$ cat src/rtl/npd_pkg.sv
// Shared constants for the packet deframer: register indexes, reset values,
// CRC-16/CCITT parameters, trailer bytes and frame status codes.
// No dependencies.
`default_nettype none

package npd_pkg;

    localparam int BYTE_W   = 8;
    localparam int CRC_W    = 16;
    localparam int STATUS_W = 2;

    // Configuration port
    localparam int CFG_ADDR_W = 2;
    localparam int CFG_DATA_W = BYTE_W;

    localparam logic [CFG_ADDR_W-1:0] REG_HEADER_BYTE = 2'd0;
    localparam logic [CFG_ADDR_W-1:0] REG_WANTED_ID   = 2'd1;

    localparam logic [BYTE_W-1:0] HEADER_RESET = 8'h81;
    localparam logic [BYTE_W-1:0] ID_RESET     = 8'h56;

    // CRC-16/XMODEM: poly 0x1021, init 0, no reflection, no final xor
    localparam logic [CRC_W-1:0] CRC_POLY = 16'h1021;
    localparam logic [CRC_W-1:0] CRC_INIT = 16'h0000;

    localparam logic [BYTE_W-1:0] TRAIL_CR = 8'h0D;
    localparam logic [BYTE_W-1:0] TRAIL_LF = 8'h0A;

    typedef enum logic [STATUS_W-1:0] {
        STATUS_GOOD     = 2'd0,
        STATUS_CRC_ERR  = 2'd1,
        STATUS_TRAILER  = 2'd2,
        STATUS_WRONG_ID = 2'd3
    } frame_status_t;

    // Output transaction packing
    localparam int TDATA_W = 32;
    localparam int TUSER_W = 1;

endpackage

`default_nettype wire

$ cat src/rtl/npd_crc16_byte.sv
// Bytewise CRC-16/CCITT update, MSB first, eight shift-xor steps.
// Depends on npd_pkg for the polynomial and widths.
`default_nettype none

module npd_crc16_byte (
    input  wire logic [npd_pkg::CRC_W-1:0]  crc_in,
    input  wire logic [npd_pkg::BYTE_W-1:0] data_in,
    output logic      [npd_pkg::CRC_W-1:0]  crc_out
);
    import npd_pkg::*;

    always_comb begin
        logic [CRC_W-1:0] c;
        c = crc_in ^ {data_in, {(CRC_W-BYTE_W){1'b0}}};
        for (int i = 0; i < BYTE_W; i++) begin
            if (c[CRC_W-1]) begin
                c = {c[CRC_W-2:0], 1'b0} ^ CRC_POLY;
            end else begin
                c = {c[CRC_W-2:0], 1'b0};
            end
        end
        crc_out = c;
    end

endmodule

`default_nettype wire

$ cat src/rtl/nav_packet_deframer_crc16_core.sv
// Serial packet deframer with CRC-16/CCITT check: top level.
// Throughput: one byte per cycle while the result stream is not stalled; the per-byte path is the frame
//   state decode plus one bytewise CRC update (eight shift-xor steps).
// Output: a result transaction is registered and valid in the cycle after its byte is accepted.
// Reset (aresetn low, synchronous): hunt for the first header byte, clear
//   frame state, empty the output register, restore both config registers.
// Depends on npd_pkg and npd_crc16_byte.
`default_nettype none

module nav_packet_deframer_crc16_core (
    input  wire logic                            aclk,
    input  wire logic                            aresetn,

    // Configuration write port
    input  wire logic                            cfg_we,
    input  wire logic [npd_pkg::CFG_ADDR_W-1:0]  cfg_addr,
    input  wire logic [npd_pkg::CFG_DATA_W-1:0]  cfg_wdata,

    // Input stream
    input  wire logic                            s_tvalid,
    output logic                                 s_tready,
    input  wire logic [npd_pkg::BYTE_W-1:0]      s_tdata,   // [7:0] rx_byte

    // Result stream
    output logic                                 m_tvalid,
    input  wire logic                            m_tready,
    // [7:0] payload_byte, [15:8] payload_index, [17:16] frame_status,
    // [25:18] frame_length, [31:26] zero
    output logic [npd_pkg::TDATA_W-1:0]          m_tdata,
    output logic [npd_pkg::TUSER_W-1:0]          m_tuser,   // [0] payload_valid
    output logic                                 m_tlast    // frame_end
);
    import npd_pkg::*;

    typedef enum logic [3:0] {
        PH_HUNT1   = 4'd0,
        PH_HUNT2   = 4'd1,
        PH_ADDR    = 4'd2,
        PH_ID      = 4'd3,
        PH_LEN     = 4'd4,
        PH_SPARE   = 4'd5,
        PH_PAYLOAD = 4'd6,
        PH_CRCH    = 4'd7,
        PH_CRCL    = 4'd8,
        PH_CR      = 4'd9,
        PH_LF      = 4'd10
    } phase_t;

    // Configuration registers
    logic [BYTE_W-1:0] header_reg;
    logic [BYTE_W-1:0] wanted_id_reg;

    // Frame state
    phase_t            phase_reg,    phase_next;
    logic [CRC_W-1:0]  crc_acc_reg,  crc_acc_next;
    logic [BYTE_W-1:0] length_reg,   length_next;
    logic [BYTE_W-1:0] count_reg,    count_next;
    logic [CRC_W-1:0]  rx_crc_reg,   rx_crc_next;
    logic              id_match_reg, id_match_next;
    logic              trl_bad_reg,  trl_bad_next;

    // Output register
    logic              m_valid_reg;
    logic              pv_reg,       pv_next;
    logic [BYTE_W-1:0] pb_reg,       pb_next;
    logic [BYTE_W-1:0] pi_reg,       pi_next;
    logic              fe_reg,       fe_next;
    frame_status_t     fs_reg,       fs_next;
    logic [BYTE_W-1:0] fl_reg,       fl_next;

    logic              s_accept;
    logic [BYTE_W-1:0] rx_byte;
    logic [CRC_W-1:0]  crc_seed;
    logic [CRC_W-1:0]  crc_upd;
    logic [BYTE_W-1:0] count_inc;
    logic              lf_bad;

    // Accept a new byte whenever the output register is empty or draining
    // this cycle; the frame state never stalls the input on its own.
    assign s_tready = !m_valid_reg || m_tready;
    assign s_accept = s_tvalid && s_tready;
    assign rx_byte  = s_tdata;

    // The address byte restarts the CRC from its initial value.
    assign crc_seed  = (phase_reg == PH_ADDR) ? CRC_INIT : crc_acc_reg;
    assign count_inc = count_reg + 8'd1;
    assign lf_bad    = trl_bad_reg || (rx_byte != TRAIL_LF);

    npd_crc16_byte u_crc (
        .crc_in  (crc_seed),
        .data_in (rx_byte),
        .crc_out (crc_upd)
    );

    // Next frame state and result fields for the byte at the input.
    always_comb begin
        phase_next    = phase_reg;
        crc_acc_next  = crc_acc_reg;
        length_next   = length_reg;
        count_next    = count_reg;
        rx_crc_next   = rx_crc_reg;
        id_match_next = id_match_reg;
        trl_bad_next  = trl_bad_reg;

        pv_next = 1'b0;
        pb_next = '0;
        pi_next = '0;
        fe_next = 1'b0;
        fs_next = STATUS_GOOD;
        fl_next = '0;

        unique case (phase_reg)
            PH_HUNT1: begin
                if (rx_byte == header_reg) begin
                    phase_next = PH_HUNT2;
                end
            end
            PH_HUNT2: begin
                // Broken sync: fall back to hunting the first header byte
                phase_next = (rx_byte == header_reg) ? PH_ADDR : PH_HUNT1;
            end
            PH_ADDR: begin
                crc_acc_next = crc_upd;
                trl_bad_next = 1'b0;
                rx_crc_next  = '0;
                count_next   = '0;
                phase_next   = PH_ID;
            end
            PH_ID: begin
                crc_acc_next  = crc_upd;
                id_match_next = (rx_byte == wanted_id_reg);
                phase_next    = PH_LEN;
            end
            PH_LEN: begin
                crc_acc_next = crc_upd;
                length_next  = rx_byte;
                phase_next   = PH_SPARE;
            end
            PH_SPARE: begin
                crc_acc_next = crc_upd;
                count_next   = '0;
                // Empty payload goes straight to the CRC bytes
                phase_next   = (length_reg == '0) ? PH_CRCH : PH_PAYLOAD;
            end
            PH_PAYLOAD: begin
                crc_acc_next = crc_upd;
                if (id_match_reg) begin
                    pv_next = 1'b1;
                    pb_next = rx_byte;
                    pi_next = count_reg;
                end
                count_next = count_inc;
                if (count_inc == length_reg) begin
                    phase_next = PH_CRCH;
                end
            end
            PH_CRCH: begin
                rx_crc_next = {rx_byte, {BYTE_W{1'b0}}};
                phase_next  = PH_CRCL;
            end
            PH_CRCL: begin
                rx_crc_next = rx_crc_reg | {{BYTE_W{1'b0}}, rx_byte};
                phase_next  = PH_CR;
            end
            PH_CR: begin
                trl_bad_next = (rx_byte != TRAIL_CR);
                phase_next   = PH_LF;
            end
            PH_LF: begin
                // Wrong id outranks trailer error, which outranks CRC error
                fe_next = 1'b1;
                fl_next = length_reg;
                priority if (!id_match_reg) begin
                    fs_next = STATUS_WRONG_ID;
                end else if (lf_bad) begin
                    fs_next = STATUS_TRAILER;
                end else if (rx_crc_reg != crc_acc_reg) begin
                    fs_next = STATUS_CRC_ERR;
                end else begin
                    fs_next = STATUS_GOOD;
                end
                phase_next = PH_HUNT1;
            end
            default: begin
                phase_next = PH_HUNT1;
            end
        endcase
    end

    // State, config and output register.
    always_ff @(posedge aclk) begin
        if (!aresetn) begin
            header_reg    <= HEADER_RESET;
            wanted_id_reg <= ID_RESET;
            phase_reg     <= PH_HUNT1;
            crc_acc_reg   <= CRC_INIT;
            length_reg    <= '0;
            count_reg     <= '0;
            rx_crc_reg    <= '0;
            id_match_reg  <= 1'b0;
            trl_bad_reg   <= 1'b0;
            m_valid_reg   <= 1'b0;
        end else begin
            // Config writes; indexes beyond the register list are dropped
            if (cfg_we) begin
                if (cfg_addr == REG_HEADER_BYTE) begin
                    header_reg <= cfg_wdata;
                end else if (cfg_addr == REG_WANTED_ID) begin
                    wanted_id_reg <= cfg_wdata;
                end
            end

            // Advance the frame state once per accepted transaction
            if (s_accept) begin
                phase_reg    <= phase_next;
                crc_acc_reg  <= crc_acc_next;
                length_reg   <= length_next;
                count_reg    <= count_next;
                rx_crc_reg   <= rx_crc_next;
                id_match_reg <= id_match_next;
                trl_bad_reg  <= trl_bad_next;
            end

            // Load on accept, otherwise drop valid once the result is taken
            if (s_accept) begin
                m_valid_reg <= 1'b1;
            end else if (m_tready) begin
                m_valid_reg <= 1'b0;
            end
        end

        // Result payload holds while stalled; no reset needed
        if (s_accept) begin
            pv_reg <= pv_next;
            pb_reg <= pb_next;
            pi_reg <= pi_next;
            fe_reg <= fe_next;
            fs_reg <= fs_next;
            fl_reg <= fl_next;
        end
    end

    assign m_tvalid = m_valid_reg;
    assign m_tdata  = {{(TDATA_W - 4*BYTE_W + 6){1'b0}}, fl_reg, fs_reg, pi_reg, pb_reg};
    assign m_tuser  = pv_reg;
    assign m_tlast  = fe_reg;

endmodule

`default_nettype wire
$ cat config.mk
export PLATFORM = sky130hd
export DESIGN_NAME = nav_packet_deframer_crc16_core
export DESIGN_NICKNAME = d
export VERILOG_FILES = /design/src/rtl/npd_pkg.sv /design/src/rtl/npd_crc16_byte.sv /design/src/rtl/nav_packet_deframer_crc16_core.sv
export SDC_FILE = /design/constraint.sdc
export NUM_CORES = 1
export LEC_CHECK = 0
export BUFFER_PORTS_ARGS = -buffer_cell sky130_fd_sc_hd__buf_2
export CAP_MARGIN = 10
export CORE_MARGIN = 3
export CORE_UTILIZATION = 63
export DETAILED_ROUTE_END_ITERATION = 7
export PLACE_DENSITY = 0.85
export SLEW_MARGIN = 5
export SYNTH_ARGS = -nofsm -noshare
export SYNTH_HDL_FRONTEND = slang
export SYNTH_SLANG_ARGS = --single-unit
$ cat constraint.sdc
create_clock -name aclk -period 6.7 [get_ports aclk]
set_clock_uncertainty 0.1 [all_clocks]
set_input_delay 1.005 -clock aclk [delete_from_list [all_inputs] [get_ports aclk]]
set_output_delay 1.005 -clock aclk [all_outputs]
set_load 0.03 [all_outputs]
* Yosys cells after proc, flatten, opt, wreduce, memory -nomap -nowiden
Cells that the tools add are included.
** Word-level totals
- Register bits :: 99
- Bits of input ports :: 23
- Memories kept :: 0
- Bits in read-only memories :: 0
- Bits in latches :: 0
- RAM bits :: 0
** Cells by class
- $add $sub $neg :: 1
- Eq/ne operators :: 19
- Order comparisons :: 0
- Shifts and indexed selects :: 0
- Multipliers :: 0
- Multiplexer cells :: 24
- Bitwise operators :: 11
- Reductions and logical operators :: 23
- Divide/modulo/power cells :: 0
** Operator list (count)
- 2-to-1 mux 13 bit :: 8
- one-hot mux 16 bit (3 select lines) :: 1
- one-hot mux 4 bit (10 select lines) :: 1
- equality test 8 bit :: 3
- inverter 3 bit :: 8
- equality test 4 x 3 -> 1 bit (second input constant) :: 4
- 2-to-1 mux 16 bit :: 1
- inequality test 16 bit :: 1
- inequality test 8 x 4 -> 1 bit (second input constant) :: 2
- bitwise OR 16 x 8 -> 16 bit :: 1
- one-hot mux 8 bit (2 select lines) :: 1
- AND reduction 2 bit :: 8
- bitwise XOR 16 bit :: 1
- equality test 4 bit (second input constant) :: 3
- adder 8 x 1 -> 8 bit (second input constant) :: 1
- equality test 4 x 2 -> 1 bit (second input constant) :: 2
- zero test 8 bit :: 1
- 2-to-1 mux 4 bit :: 2
- 2-to-1 mux 1 bit :: 6
- 2-to-1 mux 2 bit :: 3
- AND reduction 3 bit :: 2
- nonzero test 2 bit :: 3
- OR reduction 5 bit :: 1
- equality test 4 x 1 -> 1 bit (second input constant) :: 1
- other kinds (11) :: 13

* Longest topological paths before layout
- Word-level depth :: 19
- Mapped depth :: 8
- Mapped depth without buffers :: 7

* Cells and area by module
Synthesis repeated with hierarchy kept, for this count alone.
** Unflattened totals
- Cells, all modules :: 492
- Area, all modules :: 5121.2 sq um
** Modules (own cells, without submodules)
- nav_packet_deframer_crc16_core :: seq. area each 2262.2 sq um, area each 4725.8 sq um, cells an instance 467, times used 1
- npd_crc16_byte :: seq. area each 0.0 sq um, area each 395.4 sq um, cells an instance 25, times used 1

* Least setup slack after synthesis
Ideal clock, no wire load.
- Path kind :: input to register
- Start :: input port m_tready
- End :: register rx_crc_reg[12]
- Setup slack :: 3432 ps
- Stages on the path :: 8
- Arrival time :: 3051 ps
- Library setup time :: 117 ps
- Required time :: 6483 ps
- Path through :: nand2b_1 -> nand2_1 -> clkinv_1 -> nand3_1 -> nor2_1 -> and2_1 -> clkbuf_1 -> a22o_1
** Between the ends
- Word-level cells in the longest chain between the ends :: 3
** RTL lines
- from (decl) :: RTL line nav_packet_deframer_crc16_core.sv:26 : input wire logic m_tready,
- logical OR 1 bit :: RTL line nav_packet_deframer_crc16_core.sv:80 : assign s_tready = !m_valid_reg || m_tready;
- logical AND 1 bit :: RTL line nav_packet_deframer_crc16_core.sv:81 : assign s_accept = s_tvalid && s_tready;
- via s_accept :: RTL line nav_packet_deframer_crc16_core.sv:71 : logic s_accept;
- AND reduction 2 bit (no source line)
- to (signal assigned) :: RTL line nav_packet_deframer_crc16_core.sv:219 : rx_crc_reg <= rx_crc_next;
- to (decl) :: RTL line nav_packet_deframer_crc16_core.sv:58 : logic [CRC_W-1:0] rx_crc_reg, rx_crc_next;
The timed path passes the listed nets, and every way through them passes these cells.
A chain may end at the register's enable or synchronous reset.

* Final worst setup path
- Start :: register phase_reg[1]
- End :: register crc_acc_reg[1]
** Between the ends
- Word-level cells in the longest chain between the ends :: 9
- Elaborated cells between the ends (all ways) :: 15
- Classes of those cells :: eq/ne (5); mux (6); bitwise (2); reduce/logical (2)
** RTL lines
- from (decl) :: RTL line nav_packet_deframer_crc16_core.sv:54 : phase_t phase_reg, phase_next;
- from (signal assigned) :: RTL line nav_packet_deframer_crc16_core.sv:215 : phase_reg <= phase_next;
- equality test 4 x 2 -> 1 bit :: RTL line nav_packet_deframer_crc16_core.sv:85, nav_packet_deframer_crc16_core.sv:112
- 2-to-1 mux 16 bit :: RTL line nav_packet_deframer_crc16_core.sv:85 : assign crc_seed = (phase_reg == PH_ADDR) ? CRC_INIT : crc_acc_reg;
- bitwise XOR 16 bit :: RTL line npd_crc16_byte.sv:14 : c = crc_in ^ {data_in, {(CRC_W-BYTE_W){1'b0}}};
- 2-to-1 mux 13 bit (2 in a row) :: RTL line npd_crc16_byte.sv:16 : if (c[CRC_W-1]) begin
- inverter 3 bit (no source line)
- 2-to-1 mux 13 bit (3 in a row) :: RTL line npd_crc16_byte.sv:16
- to (signal assigned) :: RTL line nav_packet_deframer_crc16_core.sv:216 : crc_acc_reg <= crc_acc_next;
- to (decl) :: RTL line nav_packet_deframer_crc16_core.sv:55 : logic [CRC_W-1:0] crc_acc_reg, crc_acc_next;
Parallel ways exist; a longest one is shown, timed or not.

==> run summary <==
Run status - finished clean
Worst setup EP type - flop
Post-Synth Adder-Cell Area - 0.254%
Synth Register Bits - 99
Number of H-tree levels - 3
Commonest non-fill, non-tap cells in the layout - 71 x dfxtp_1, 52 x buf_2, 43 x nand2_1, 37 x xor2_1, 29 x nor2b_1
Vias in the first global route - 3453
Synth Area in Compound Gates - 9.86%
Port bufs - 52
Simple-Gate Fraction of Synth Area - 20.8%
Worst Max-Slew Pin Slew - 1.00 ns
Placed Cells - 622
Max-slew violations - 0
Setup violations, final - 0
Peak VDD IR - 0.155 mV
Mux contribution to synthesized area - 5.49%
Die W - 94.4 um
Highest Clock Rate - 0.350 GHz
Ys Warns - 0
Multi-input logic area - 0.00246 mm2
Hpwl dp - 7120 um
Met3 wire length - 613 um
Xor-xnor portion of the synthesized cell area - 13.2%
TritonCTS Buffers - 9
Total Nets Final - 558
Post-Synthesis Cells - 507
Num rows - 31
Crit path required time - 6.86 ns
Final antenna-violating net count - 0
Total Routing Usage GR - 24.2%
CORE AREA - 0.00741 mm2
DR vias/cell - 5.74
I/O pins - 59
Commonest register cell after synthesis - dfxtp_1
Area added between synthesis and finish - 8.59%
Hold WC Path Type - reg -> reg
Clk Latency, worst-skew pair - 0.36 ns
Filler Cells Inserted - 579
Avg WL per Cell - 16.1 um
Max Cap Viol - 0
CTS Hold Buffers Added - 0
M1 WL - 4510 um
PwrDens - 208 mW/mm2
Final-report hold violation count - 0
Yosys top cell area share - 28.9%
Post-synth ARST share - 0%
Setup CP Type - reg -> reg
Initial antenna violation count - 0
FF/Latch Area - 0.00226 mm2
First-pass GRT wire length - 17000 um
Leak pwr - 2.22 nW
CTS Sinks - 99
Remaining Overflow, GRT - 0
Minimum clock period - 2.86 ns
Clock Path Buffers - 2
Diodes inserted - 0
Largest net degree at the start of global routing - 61
Final setup TNS - 0 ns
DR iter-0 viols - 249
Top Metal Used - met4
Final period utilization - 42.6%
Post-synthesis cell type with the largest combined area - dfxtp_1
DIE AREA - 0.00892 mm2
DRT Wirelength - 10300 um
Sequential cell area fraction in the yosys report - 45.9%
RSZ-0062 raised after global routing - no
Initial Util - 66.5%
Root Buffer - clkbuf_8
Slew headroom - 32.4%
Drt first pass iters - 5
Most common cell after layout, fill and taps aside - dfxtp_1
Post-synth cell types - 55
Mapped Avg Cell Area - 9.72 um2
Crit path launch type - flop
Syn Std Cell Area - 0.00493 mm2
Setup Fix Bufs, Post-CTS - 0
Critical path peak fanout - 18
Clock transition at the registers of the reported paths - 0.10 ns
Drt drc - 0
Die H - 94.4 um
Post-synth EDFFs - 28
GPL Wtd Cong - 0.921
Via Count - 3664
Final Non-Filler Cells - 638
CTS tree - yes
CTS resizes - 0
Routed wl met2 - 4970 um
Largest family of logic cells by synthesized area - simple AND/OR/NAND/NOR gates
Share of layout cells above drive strength 1 - 14.5%
Data arrival time of the worst path - 3.01 ns
Ranking of synthesized cells by area - dfxtp_1 29%, edfxtp_1 17%, xor2_1 6.6%
==> critical path, cell delays in order (launching register included) <==
cell	delay (ns)
dfxtp_1	0.68
or4b_1	0.86
nand2_2	0.23
xor2_2	0.13
xnor2_1	0.43
o21ai_0	0.15
and2_1	0.18
==> report_power, final <==
part	leakage [nW]	switching (W)	internal (W)
registers	0.851	0.00000450	0.000626
clock network	0.108	0.000204	0.000180
logic	1.26	0.0000652	0.0000329
==> layout make-up <==
cell class              count  area share, %
multi-input cells         366           46.1
flip-flops and latches     99           42.3
repair buffers             55           5.29
clock buffers              12           3.30
well taps                  99           2.32
clock inverters             4          0.515
inverters                   3          0.211
==> synthesized netlist by cell type (19+ instances only) <==
| master | count |
|---|---|
| dfxtp_1 | 71 |
| nand2_1 | 43 |
| xor2_1 | 37 |
| clkbuf_1 | 32 |
| nor2b_1 | 29 |
| edfxtp_1 | 28 |
| xnor2_1 | 28 |
| mux2i_1 | 27 |
| and2_1 | 23 |
| nor2_1 | 21 |
| a21oi_1 | 19 |
| o21ai_0 | 19 |
==> layer usage <==
| layer | GRT usage, % | vias to the layer above |
|---|---|---|
| li1 | - | 1789 |
| met1 | 31.9 | 1725 |
| met2 | 40.3 | 137 |
| met3 | 4.94 | 13 |
| met4 | 6.98 | 0 |
| met5 | 0 | - |
==> path summary, 6_finish.rpt <==
kind,startpoint,end,slack (ns),cells after the start
setup / recovery,phase_reg[1],crc_acc_reg[1],3.84,6
hold / removal,rx_crc_reg[5],rx_crc_reg[5],0.41,2
setup reg to reg,phase_reg[1],crc_acc_reg[1],3.84,6
hold reg to reg,rx_crc_reg[5],rx_crc_reg[5],0.41,2
==> cells by family after synthesis <==
group | count (synthesis)
and+or+nand+nor | 188
DFF | 99
AOI/OAI and AO/OA | 75
xor gates and xnor gates | 69
buffers and inverters | 47
muxes | 27
adders and majority gates | 1
other | 1
==> metrics by stage <==
step	power, W	setup slack, ns	hold slack, ns	instance area [um2]	utilization (%)
floorplan	0.000718	3.43	0.356	4940	-
global placement	0.000740	3.84	0.370	5140	69.4
detailed placement	0.000742	3.75	0.389	5140	69.4
CTS	0.00112	3.87	0.409	5350	72.2
global route	0.00116	3.71	0.440	5350	72.2
finish	0.00111	3.84	0.409	5350	72.2
(Power assumes the default switching activity.)
